===== src/design/cbm_pkg.sv =====
// Package of the cartridge bank mapper: codes, constants, structs and helper functions.
// Used by every module of the block; depends on nothing.
`default_nettype none

package cbm_pkg;

	localparam int unsigned ROM_ADDR_BITS_DEF = 21;
	localparam int unsigned RAM_ADDR_BITS_DEF = 16;
	localparam int unsigned MAPPED_W          = 21;
	localparam int unsigned BUS_ADDR_W        = 16;
	localparam int unsigned BYTE_W            = 8;
	localparam int unsigned CLOCK_REGS        = 5;
	localparam int unsigned S_TDATA_W         = 24;
	localparam int unsigned M_TDATA_W         = 40;
	localparam int unsigned TARGET_W          = 3;
	localparam int unsigned APB_ADDR_W        = 3;
	localparam int unsigned APB_DATA_W        = 32;

	localparam logic [BUS_ADDR_W-1:0] BOOT_OFF_ADDR = 16'hFF50;
	localparam logic [8:0]            TWO_RAM_MASK  = 9'h1FF;
	localparam logic [3:0]            GATE_KEY      = 4'hA;
	localparam logic [7:0]            CLOCK_SEL_MAX = 8'h0C;
	localparam logic [7:0]            OPEN_BUS_BYTE = 8'hFF;

	typedef enum logic [1:0] {
		MAP_NONE  = 2'd0,
		MAP_ONE   = 2'd1,
		MAP_TWO   = 2'd2,
		MAP_THREE = 2'd3
	} mapper_kind_t;

	typedef enum logic [TARGET_W-1:0] {
		TGT_INTERNAL = 3'd0,
		TGT_BOOT_ROM = 3'd1,
		TGT_CART_ROM = 3'd2,
		TGT_CART_RAM = 3'd3,
		TGT_CLOCK    = 3'd4,
		TGT_OPEN_BUS = 3'd5,
		TGT_DROPPED  = 3'd6
	} target_t;

	typedef enum logic {
		ACT_READ  = 1'b0,
		ACT_WRITE = 1'b1
	} action_t;

	typedef enum logic {
		REG_MAPPER_KIND  = 1'b0,
		REG_CART_HAS_RAM = 1'b1
	} reg_index_t;

	typedef struct packed {
		mapper_kind_t mapper_kind;
		logic         cart_has_ram;
	} cbm_cfg_t;

	typedef struct packed {
		action_t               action;
		logic [BUS_ADDR_W-1:0] bus_address;
		logic [BYTE_W-1:0]     bus_data;
	} cbm_item_t;

	typedef struct packed {
		target_t             target;
		logic [MAPPED_W-1:0] mapped_address;
		logic [BYTE_W-1:0]   direct_data;
		logic                store_strobe;
		logic [BYTE_W-1:0]   store_byte;
		logic                set_high_nibble;
	} cbm_result_t;

	typedef struct packed {
		logic [6:0]                         rom_bank_low;
		logic [1:0]                         upper_bank_bits;
		logic                               banking_mode;
		logic                               ram_gate;
		logic [7:0]                         ram_bank_select;
		logic [7:0]                         latch_last;
		logic [CLOCK_REGS-1:0][BYTE_W-1:0]  clock_live;
		logic [CLOCK_REGS-1:0][BYTE_W-1:0]  clock_latched;
		logic                               boot_done;
	} cbm_state_t;

	function automatic logic [BYTE_W-1:0] clock_mask(input logic [2:0] k);
		logic [BYTE_W-1:0] m;
		case (k)
			3'd0: m = 8'h3F;
			3'd1: m = 8'h3F;
			3'd2: m = 8'h1F;
			3'd3: m = 8'hFF;
			3'd4: m = 8'hC1;
			default: m = 8'h00;
		endcase
		return m;
	endfunction

	function automatic logic gate_value(input logic [BYTE_W-1:0] d);
		return d[3:0] == GATE_KEY;
	endfunction

	function automatic logic [6:0] nonzero_bank(input logic [6:0] v);
		return (v == 7'd0) ? 7'd1 : v;
	endfunction

endpackage

`default_nettype wire


===== src/design/cbm_cfg.sv =====
// APB register file of the cartridge bank mapper: mapper kind and cartridge RAM flag.
// Depends on cbm_pkg.
`default_nettype none

module cbm_cfg (
	input  wire logic                              clk,
	input  wire logic                              arst_n,
	input  wire logic                              psel,
	input  wire logic                              penable,
	input  wire logic                              pwrite,
	input  wire logic [cbm_pkg::APB_ADDR_W-1:0]    paddr,
	input  wire logic [cbm_pkg::APB_DATA_W-1:0]    pwdata,
	output logic      [cbm_pkg::APB_DATA_W-1:0]    prdata,
	output logic                                   pready,
	output cbm_pkg::cbm_cfg_t                      cfg
);
	import cbm_pkg::*;

	cbm_cfg_t   cfg_q;
	reg_index_t reg_idx;
	logic       wr_en;

	assign reg_idx = reg_index_t'(paddr[2]);
	assign pready  = 1'b1;
	assign wr_en   = psel & penable & pwrite & pready;

	always_ff @(posedge clk or negedge arst_n) begin
		if (!arst_n) begin
			cfg_q.mapper_kind  <= MAP_NONE;
			cfg_q.cart_has_ram <= 1'b0;
		end else if (wr_en) begin
			case (reg_idx)
				REG_MAPPER_KIND:  cfg_q.mapper_kind  <= mapper_kind_t'(pwdata[1:0]);
				REG_CART_HAS_RAM: cfg_q.cart_has_ram <= pwdata[0];
				default: ;
			endcase
		end
	end

	always_comb begin
		case (reg_idx)
			REG_MAPPER_KIND:  prdata = {30'd0, cfg_q.mapper_kind};
			REG_CART_HAS_RAM: prdata = {31'd0, cfg_q.cart_has_ram};
			default:          prdata = '0;
		endcase
	end

	assign cfg = cfg_q;

endmodule

`default_nettype wire


===== src/design/cbm_decode.sv =====
// Access decode of the cartridge bank mapper: result of one bus access and the next banking state.
// Purely combinational; depends on cbm_pkg.
`default_nettype none

module cbm_decode #(
	parameter int unsigned ROM_ADDR_BITS = cbm_pkg::ROM_ADDR_BITS_DEF,
	parameter int unsigned RAM_ADDR_BITS = cbm_pkg::RAM_ADDR_BITS_DEF
) (
	input  cbm_pkg::cbm_item_t   item,
	input  cbm_pkg::cbm_cfg_t    cfg,
	input  cbm_pkg::cbm_state_t  state,
	output cbm_pkg::cbm_result_t result,
	output cbm_pkg::cbm_state_t  state_nxt
);
	import cbm_pkg::*;

	localparam logic [MAPPED_W-1:0] ROM_MASK = (ROM_ADDR_BITS >= MAPPED_W) ?
		{MAPPED_W{1'b1}} : MAPPED_W'((64'd1 << ROM_ADDR_BITS) - 64'd1);
	localparam logic [MAPPED_W-1:0] RAM_MASK = (RAM_ADDR_BITS >= MAPPED_W) ?
		{MAPPED_W{1'b1}} : MAPPED_W'((64'd1 << RAM_ADDR_BITS) - 64'd1);

	function automatic logic [MAPPED_W-1:0] rom_at(input logic [6:0] b, input logic [13:0] o);
		return {b, o} & ROM_MASK;
	endfunction

	function automatic logic [MAPPED_W-1:0] ram_at(input logic [7:0] b, input logic [12:0] o);
		return {b, o} & RAM_MASK;
	endfunction

	logic [BUS_ADDR_W-1:0] a;
	logic [BYTE_W-1:0]     d;
	logic                  ram_area;
	logic                  sel_ram;
	logic                  sel_clock;
	logic [2:0]            clk_idx;
	logic [7:0]            ram_bank;
	logic [6:0]            hi_bank;

	assign a         = item.bus_address;
	assign d         = item.bus_data;
	assign ram_area  = a[15:13] == 3'b101;
	assign sel_ram   = state.ram_bank_select[7:3] == 5'd0;
	assign sel_clock = state.ram_bank_select <= CLOCK_SEL_MAX;
	assign clk_idx   = state.ram_bank_select[2:0];
	assign ram_bank  = state.banking_mode ? {6'd0, state.upper_bank_bits} : 8'd0;

	always_comb begin
		case (cfg.mapper_kind)
			MAP_ONE: hi_bank = {state.upper_bank_bits, state.rom_bank_low[4:0]};
			MAP_TWO: hi_bank = {3'd0, state.rom_bank_low[3:0]};
			default: hi_bank = state.rom_bank_low;
		endcase
	end

	always_comb begin
		result    = '{target: TGT_DROPPED, default: '0};
		state_nxt = state;
		if (item.action == ACT_READ) begin
			if (!state.boot_done && a[15:8] == 8'd0) begin
				result.target         = TGT_BOOT_ROM;
				result.mapped_address = {5'd0, a};
			end else if (cfg.mapper_kind == MAP_NONE) begin
				if (!a[15]) begin
					result.target         = TGT_CART_ROM;
					result.mapped_address = {6'd0, a[14:0]} & ROM_MASK;
				end else begin
					result.target         = TGT_INTERNAL;
					result.mapped_address = {5'd0, a};
				end
			end else if (a[15:14] == 2'b00) begin
				result.target = TGT_CART_ROM;
				if (cfg.mapper_kind == MAP_ONE && state.banking_mode) begin
					result.mapped_address = rom_at({state.upper_bank_bits, 5'd0}, a[13:0]);
				end else begin
					result.mapped_address = rom_at(7'd0, a[13:0]);
				end
			end else if (a[15:14] == 2'b01) begin
				result.target         = TGT_CART_ROM;
				result.mapped_address = rom_at(hi_bank, a[13:0]);
			end else if (ram_area) begin
				result.target      = TGT_OPEN_BUS;
				result.direct_data = OPEN_BUS_BYTE;
				if (state.ram_gate) begin
					if (cfg.mapper_kind == MAP_ONE) begin
						result.target         = TGT_CART_RAM;
						result.direct_data    = '0;
						result.mapped_address = ram_at(ram_bank, a[12:0]);
					end else if (cfg.mapper_kind == MAP_TWO) begin
						result.target          = TGT_CART_RAM;
						result.direct_data     = '0;
						result.set_high_nibble = 1'b1;
						result.mapped_address  = {12'd0, a[8:0] & TWO_RAM_MASK};
					end else if (sel_ram) begin
						if (cfg.cart_has_ram) begin
							result.target         = TGT_CART_RAM;
							result.direct_data    = '0;
							result.mapped_address = ram_at(state.ram_bank_select, a[12:0]);
						end
					end else if (sel_clock) begin
						result.target         = TGT_CLOCK;
						result.mapped_address = {18'd0, clk_idx};
						result.direct_data    = state.clock_latched[clk_idx];
					end
				end
			end else begin
				result.target         = TGT_INTERNAL;
				result.mapped_address = {5'd0, a};
			end
		end else begin
			if (!a[15]) begin
				case (cfg.mapper_kind)
					MAP_ONE: begin
						case (a[14:13])
							2'd0: if (cfg.cart_has_ram) state_nxt.ram_gate = gate_value(d);
							2'd1: state_nxt.rom_bank_low = nonzero_bank({2'd0, d[4:0]});
							2'd2: state_nxt.upper_bank_bits = d[1:0];
							default: state_nxt.banking_mode = d[0];
						endcase
					end
					MAP_TWO: begin
						if (!a[14]) begin
							if (!a[8]) state_nxt.ram_gate = gate_value(d);
							else state_nxt.rom_bank_low = nonzero_bank({3'd0, d[3:0]});
						end
					end
					MAP_THREE: begin
						case (a[14:13])
							2'd0: state_nxt.ram_gate = gate_value(d);
							2'd1: state_nxt.rom_bank_low = nonzero_bank(d[6:0]);
							2'd2: state_nxt.ram_bank_select = d;
							default: begin
								if (state.latch_last == 8'd0 && d == 8'd1) begin
									state_nxt.clock_latched = state.clock_live;
								end
								state_nxt.latch_last = d;
							end
						endcase
					end
					default: ;
				endcase
			end else if (ram_area && cfg.mapper_kind != MAP_NONE) begin
				if (cfg.mapper_kind == MAP_ONE) begin
					if (state.ram_gate && cfg.cart_has_ram) begin
						result.target         = TGT_CART_RAM;
						result.store_strobe   = 1'b1;
						result.store_byte     = d;
						result.mapped_address = ram_at(ram_bank, a[12:0]);
					end
				end else if (cfg.mapper_kind == MAP_TWO) begin
					if (state.ram_gate && cfg.cart_has_ram) begin
						result.target         = TGT_CART_RAM;
						result.store_strobe   = 1'b1;
						result.store_byte     = {4'd0, d[3:0]};
						result.mapped_address = {12'd0, a[8:0] & TWO_RAM_MASK};
					end
				end else if (state.ram_gate) begin
					if (sel_ram) begin
						if (cfg.cart_has_ram) begin
							result.target         = TGT_CART_RAM;
							result.store_strobe   = 1'b1;
							result.store_byte     = d;
							result.mapped_address = ram_at(state.ram_bank_select, a[12:0]);
						end
					end else if (sel_clock) begin
						state_nxt.clock_live[clk_idx] = d & clock_mask(clk_idx);
						result.target         = TGT_CLOCK;
						result.mapped_address = {18'd0, clk_idx};
						result.store_strobe   = 1'b1;
						result.store_byte     = d & clock_mask(clk_idx);
					end
				end
			end else begin
				result.target         = TGT_INTERNAL;
				result.mapped_address = {5'd0, a};
				result.store_strobe   = 1'b1;
				result.store_byte     = d;
				if (a == BOOT_OFF_ADDR && d != 8'd0) state_nxt.boot_done = 1'b1;
			end
		end
	end

endmodule

`default_nettype wire


===== src/design/cartridge_bank_mapper.sv =====
// Top level of the cartridge bank mapper: stream channels, pipeline and banking state registers.
// Depends on cbm_pkg, cbm_cfg and cbm_decode.
//
// Usage:
// The slave stream carries one CPU bus access per transaction: s_tuser is the action
// (read or write), s_tdata holds the address and the data byte. The master stream returns
// one result per access: m_tuser is the target store, m_tdata holds the mapped address,
// the direct read byte, the write strobe, the write byte and the high-nibble flag.
// An access is registered in the input register at the edge that accepts it and decoded against
// the banking state while it is held there; its result is registered in the output register when
// the access advances, which raises m_tvalid.
// One access is accepted in every cycle when the
// receiver keeps m_tready high; the decode stage updates the banking state as each access
// moves into the output register, so accesses see the state in their order of arrival.
// When the receiver stalls, the result holds in the output register, the next access
// waits in the input register, and s_tready falls once both are full.
// Reset clears both pipeline stages, sets ROM bank one, clears all other banking and clock registers,
// restores the boot ROM overlay and selects no mapper without cartridge RAM. The user is to write the
// mapper kind and the cartridge RAM flag over the APB port only while the block is idle; the block does not enforce it.
`default_nettype none

module cartridge_bank_mapper #(
	parameter int unsigned ROM_ADDR_BITS = cbm_pkg::ROM_ADDR_BITS_DEF,
	parameter int unsigned RAM_ADDR_BITS = cbm_pkg::RAM_ADDR_BITS_DEF
) (
	input  wire logic                             clk,
	input  wire logic                             arst_n,
	input  wire logic                             s_tvalid,
	output logic                                  s_tready,
	// bus_address [15:0], bus_data [23:16]
	input  wire logic [cbm_pkg::S_TDATA_W-1:0]    s_tdata,
	// action [0]
	input  wire logic                             s_tuser,
	output logic                                  m_tvalid,
	input  wire logic                             m_tready,
	// mapped_address [20:0], direct_data [28:21], store_strobe [29],
	// store_byte [37:30], set_high_nibble [38], zero [39]
	output logic      [cbm_pkg::M_TDATA_W-1:0]    m_tdata,
	// target [2:0]
	output logic      [cbm_pkg::TARGET_W-1:0]     m_tuser,
	input  wire logic                             psel,
	input  wire logic                             penable,
	input  wire logic                             pwrite,
	input  wire logic [cbm_pkg::APB_ADDR_W-1:0]   paddr,
	input  wire logic [cbm_pkg::APB_DATA_W-1:0]   pwdata,
	output logic      [cbm_pkg::APB_DATA_W-1:0]   prdata,
	output logic                                  pready
);
	import cbm_pkg::*;

	cbm_cfg_t    cfg;
	cbm_item_t   item_s1;
	logic        valid_s1;
	cbm_result_t res_s2;
	logic        valid_s2;
	cbm_result_t res_nxt;
	cbm_state_t  state_q;
	cbm_state_t  state_nxt;
	logic        adv_s1;
	logic        take_in;

	cbm_cfg u_cfg (
		.clk     (clk),
		.arst_n  (arst_n),
		.psel    (psel),
		.penable (penable),
		.pwrite  (pwrite),
		.paddr   (paddr),
		.pwdata  (pwdata),
		.prdata  (prdata),
		.pready  (pready),
		.cfg     (cfg)
	);

	cbm_decode #(
		.ROM_ADDR_BITS (ROM_ADDR_BITS),
		.RAM_ADDR_BITS (RAM_ADDR_BITS)
	) u_decode (
		.item      (item_s1),
		.cfg       (cfg),
		.state     (state_q),
		.result    (res_nxt),
		.state_nxt (state_nxt)
	);

	assign adv_s1   = valid_s1 & (~valid_s2 | m_tready);
	assign s_tready = ~valid_s1 | adv_s1;
	assign take_in  = s_tvalid & s_tready;

	always_ff @(posedge clk or negedge arst_n) begin
		if (!arst_n) begin
			valid_s1 <= 1'b0;
		end else if (s_tready) begin
			valid_s1 <= s_tvalid;
		end
	end

	always_ff @(posedge clk) begin
		if (take_in) begin
			item_s1.action      <= action_t'(s_tuser);
			item_s1.bus_address <= s_tdata[15:0];
			item_s1.bus_data    <= s_tdata[23:16];
		end
	end

	always_ff @(posedge clk or negedge arst_n) begin
		if (!arst_n) begin
			valid_s2 <= 1'b0;
		end else if (adv_s1) begin
			valid_s2 <= 1'b1;
		end else if (m_tready) begin
			valid_s2 <= 1'b0;
		end
	end

	always_ff @(posedge clk) begin
		if (adv_s1) begin
			res_s2 <= res_nxt;
		end
	end

	always_ff @(posedge clk or negedge arst_n) begin
		if (!arst_n) begin
			state_q <= '{rom_bank_low: 7'd1, default: '0};
		end else if (adv_s1) begin
			state_q <= state_nxt;
		end
	end

	assign m_tvalid = valid_s2;
	assign m_tuser  = res_s2.target;
	assign m_tdata  = {1'b0, res_s2.set_high_nibble, res_s2.store_byte, res_s2.store_strobe,
		res_s2.direct_data, res_s2.mapped_address};

endmodule

`default_nettype wire


===== config.mk =====
export PLATFORM = sky130hd
export DESIGN_NAME = cartridge_bank_mapper
export DESIGN_NICKNAME = d
export VERILOG_FILES = /design/src/design/cbm_pkg.sv /design/src/design/cbm_cfg.sv /design/src/design/cbm_decode.sv /design/src/design/cartridge_bank_mapper.sv
export SDC_FILE = /design/constraint.sdc
export NUM_CORES = 1
export LEC_CHECK = 0
export ABC_AREA = 1
export BUFFER_PORTS_ARGS = -buffer_cell sky130_fd_sc_hd__buf_2
export CORE_MARGIN = 3
export CORE_UTILIZATION = 55
export DETAILED_ROUTE_END_ITERATION = 6
export PLACE_DENSITY = 0.77
export SYNTH_ARGS = -nofsm -noshare
export SYNTH_HDL_FRONTEND = slang
export SYNTH_HIERARCHICAL = 1
export SYNTH_SLANG_ARGS = --single-unit

===== constraint.sdc =====
create_clock -name clk -period 4.9 [get_ports clk]
set_input_delay 0.245 -clock clk [delete_from_list [all_inputs] [get_ports clk]]
set_output_delay 0.245 -clock clk [all_outputs]
set_load 0.03 [all_outputs]

==> flow_metrics.env <==
export IMPL_p_int_w=0.00270
export IMPL_rsz0062_at_grt="no"
export IMPL_place_ws_ps=2370
export IMPL_crit_fanout=10
export IMPL_postCtsSetupBuffers=0
export IMPL_peakVddDrop_mv=0.415
export IMPL_hold_path_startpoint="s_tvalid"
export IMPL_cp_common_cell="nand2_1"
export IMPL_swShare_pct=35.8
export IMPL_place_congestion=0.983
export IMPL_crit_chain="inv_1, ha_1, inv_2, nand2_1, inv_1, nand2_1, nand2_1, nand3_2, nand3_2, nor2_1"
export IMPL_syn_area_sq_um=10100
export IMPL_timing_final_crit_share_pct=54.1
export IMPL_worstMarginPinSlew_ps=1150
export IMPL_final_min_clock_period_ps=2650
export IMPL_hp_class="in2reg"
export IMPL_reg2reg_from="u_cfg/cfg[2]$_DFFE_PN0P_"
export IMPL_worst_slack_ps=2250
export IMPL_power_switching_w=0.00150
export IMPL_combPwrFrac_pct=24.3
export IMPL_path_buf_inv=3
export IMPL_core_area_sq_um=18000
export IMPL_route_detailed_drc=0
export IMPL_synth_seq_cells=180
export IMPL_dieArea_sq_um=20100
export IMPL_slew_violations=0
export IMPL_die_x_um=142
export IMPL_post_drt_wl_per_cell_um=15.9
export IMPL_clockBufferDepth=2
export IMPL_crit_start="u_cfg/cfg[2]$_DFFE_PN0P_"
export IMPL_die_h_um=142
export IMPL_tritoncts="done"
export IMPL_gr_total_overflow=0
export IMPL_syn_area_per_cell_sq_um=7.61
export IMPL_setup_tns_final_ps=0
export IMPL_placement_cell_area_sq_um=10400
export IMPL_numCtsBuffers=17
export IMPL_synth_edf_count=67
export IMPL_synthesis_instances=1331
export IMPL_routed_wl_um=26000
export IMPL_grt_pass1_vias=8255
export IMPL_ys_warn_count=6
export IMPL_synth_most_common_cell="nand2_1"
export IMPL_worstSetupEndpointType="register"
export IMPL_grt_pass1_wl_um=42400
export IMPL_rows=49
export IMPL_synth_area_top_cells="dfrtp_1, edfxtp_1, nand2_1"
export IMPL_fin_area_sq_um=11200
export IMPL_start_util_pct=56.2
export IMPL_num_antenna_cells=0
export IMPL_synth_largest_area_cell="dfrtp_1"
export IMPL_cts_sinks=180
export IMPL_power_density_nw_per_um2=376
export IMPL_max_clock_freq_mhz=377
export IMPL_power_w=0.00420
export IMPL_ant_nets=0
export IMPL_setup_viol=0
export IMPL_max_stage_delay_ps=490
export IMPL_cpMaxStageDelayCell="dfrtp_1"
export IMPL_yosysSeqAreaShare_pct=47.8
export IMPL_gr_usage_all_layers_pct=26.3
export IMPL_nets=1470
export IMPL_clock_skew_ps=13.8
export IMPL_worst_setup_path_start_kind="register"
export IMPL_drtIter0Drc=1133
export IMPL_first_pass_iters=7
export IMPL_relSlewSlack_pct=23.3
export IMPL_path_class="reg2reg"
export IMPL_io_pins=145
export IMPL_critPathRequiredTime_ps=5080
export IMPL_synth_top_cells_by_count="nand2_1, nand3_1, inv_1, dfrtp_1, nor2_1"
export IMPL_post_route_util_pct=62.0
export IMPL_clockPowerShare_pct=31.2
export IMPL_port_buffers=80
export IMPL_antenna_found_initial=0
export IMPL_cts_root_buf="clkbuf_16"
export IMPL_clkTransAtPathRegs_ps=70
export IMPL_vias=9016
export IMPL_drive_above_1_share_pct=11.1
export IMPL_seqPwrFrac_pct=44.5
export IMPL_ys_types=39
export IMPL_grt_max_degree=110
export IMPL_async_flop_share_pct=62.8
export IMPL_synth_main_ff_cell="dfrtp_1"
export IMPL_area_growth_pct=10.3
export IMPL_h_tree_depth=4
export IMPL_final_hold_viol_count=0
export IMPL_cts_hold_buf=26
export IMPL_cap_violations=0
export IMPL_p_leak_nw=5.56
export IMPL_cp_top_family="simple AND/OR/NAND/NOR gates"
export IMPL_avgViaCountPerCell=5.50
export IMPL_cp_data_arrival_time_ps=2830
export IMPL_cts_resized_gates=0
export IMPL_outcome="complete, no violations"
export IMPL_synth_top_area_share_pct=27.7
export IMPL_clkLatencyLatePin_ps=440
export IMPL_dp_hpwl_um=17000
## flip-flops by register name, summed over array words and instances (netlist names)
name       cells
item_s1       25
m_tdata       39
m_tuser        3
state_q      108
u_cfg/cfg      3
m_tvalid       1
valid_s1       1
## placed cells by master (no fill, tap or decap), types with 26 or more instances in the layout
master / instances
nand2_1: 460
o21ai_1: 65
nor2_1: 89
dlygate4sd3_1: 26
edfxtp_1: 67
inv_1: 130
o21ai_0: 35
buf_2: 79
a21oi_1: 28
dfrtp_1: 111
nand3_1: 148
conb_1: 32
## kinds of logic after synthesis
kind of cell	share of synthesized area, %
other	0.111
flip-flops	47.8
adder cells (fa/ha/maj)	0.617
AO/OA/AOI/OAI	7.95
buffers and inverters	11.6
AND/OR/NAND/NOR	32.0
## worst paths after layout
path	endpoint	slack, ps	cells after the start
min in group asynchronous	state_q[0]$_DFFE_PN0P_	500	2
setup / recovery	m_tdata[6]$_DFFE_PP_	2250	10
setup reg to reg	m_tdata[6]$_DFFE_PP_	2250	10
max in group asynchronous	state_q[25]$_DFFE_PN0P_	3240	3
hold reg to reg	state_q[66]$_DFFE_PN0P_	470	2
hold / removal	valid_s1$_DFFE_PN0P_	40	3
## tightest hold or removal path: stages
cell and delay, ps:
buf_2 80, nand2_1 60, nand2_1 60
## cell type report
class                   instances  area (sq um)
clock buffers                  21           450
clock inverters                11           101
fillers                      1567          6850
inverters                     142           533
multi-input cells             945          4250
flip-flops and latches        180          4840
well taps                     229           287
repair buffers                112           708
## metal layers
layer | share of wire, % | vias up | GRT usage [%]
met5 | 0 | - | 0
met4 | 1.7 | 0 | 7.68
met3 | 7.5 | 29 | 3.98
met2 | 47 | 394 | 42.3
met1 | 44 | 4234 | 37.2
li1 | - | 4359 | -
## power groups by stage
stage          registers [W]  clock network [W]  logic [W]
6_report             0.00187            0.00131    0.00102
5_1_grt              0.00189            0.00139    0.00112
4_1_cts              0.00187            0.00133    0.00100
3_5_place_dp         0.00189                  0   0.000981
3_3_place_gp         0.00189                  0   0.000966
2_1_floorplan        0.00193                  0   0.000712
## metrics by stage
| stage | instances | hold slack (ps) |
|---|---|---|
| floorplan | 1360 | -50.6 |
| global placement | 1582 | 422 |
| detailed placement | 1582 | 423 |
| CTS | 1640 | 30.9 |
| global route | 1640 | 49.3 |
| finish | 1640 | 38.9 |
Power figures use the tool's default switching activity.
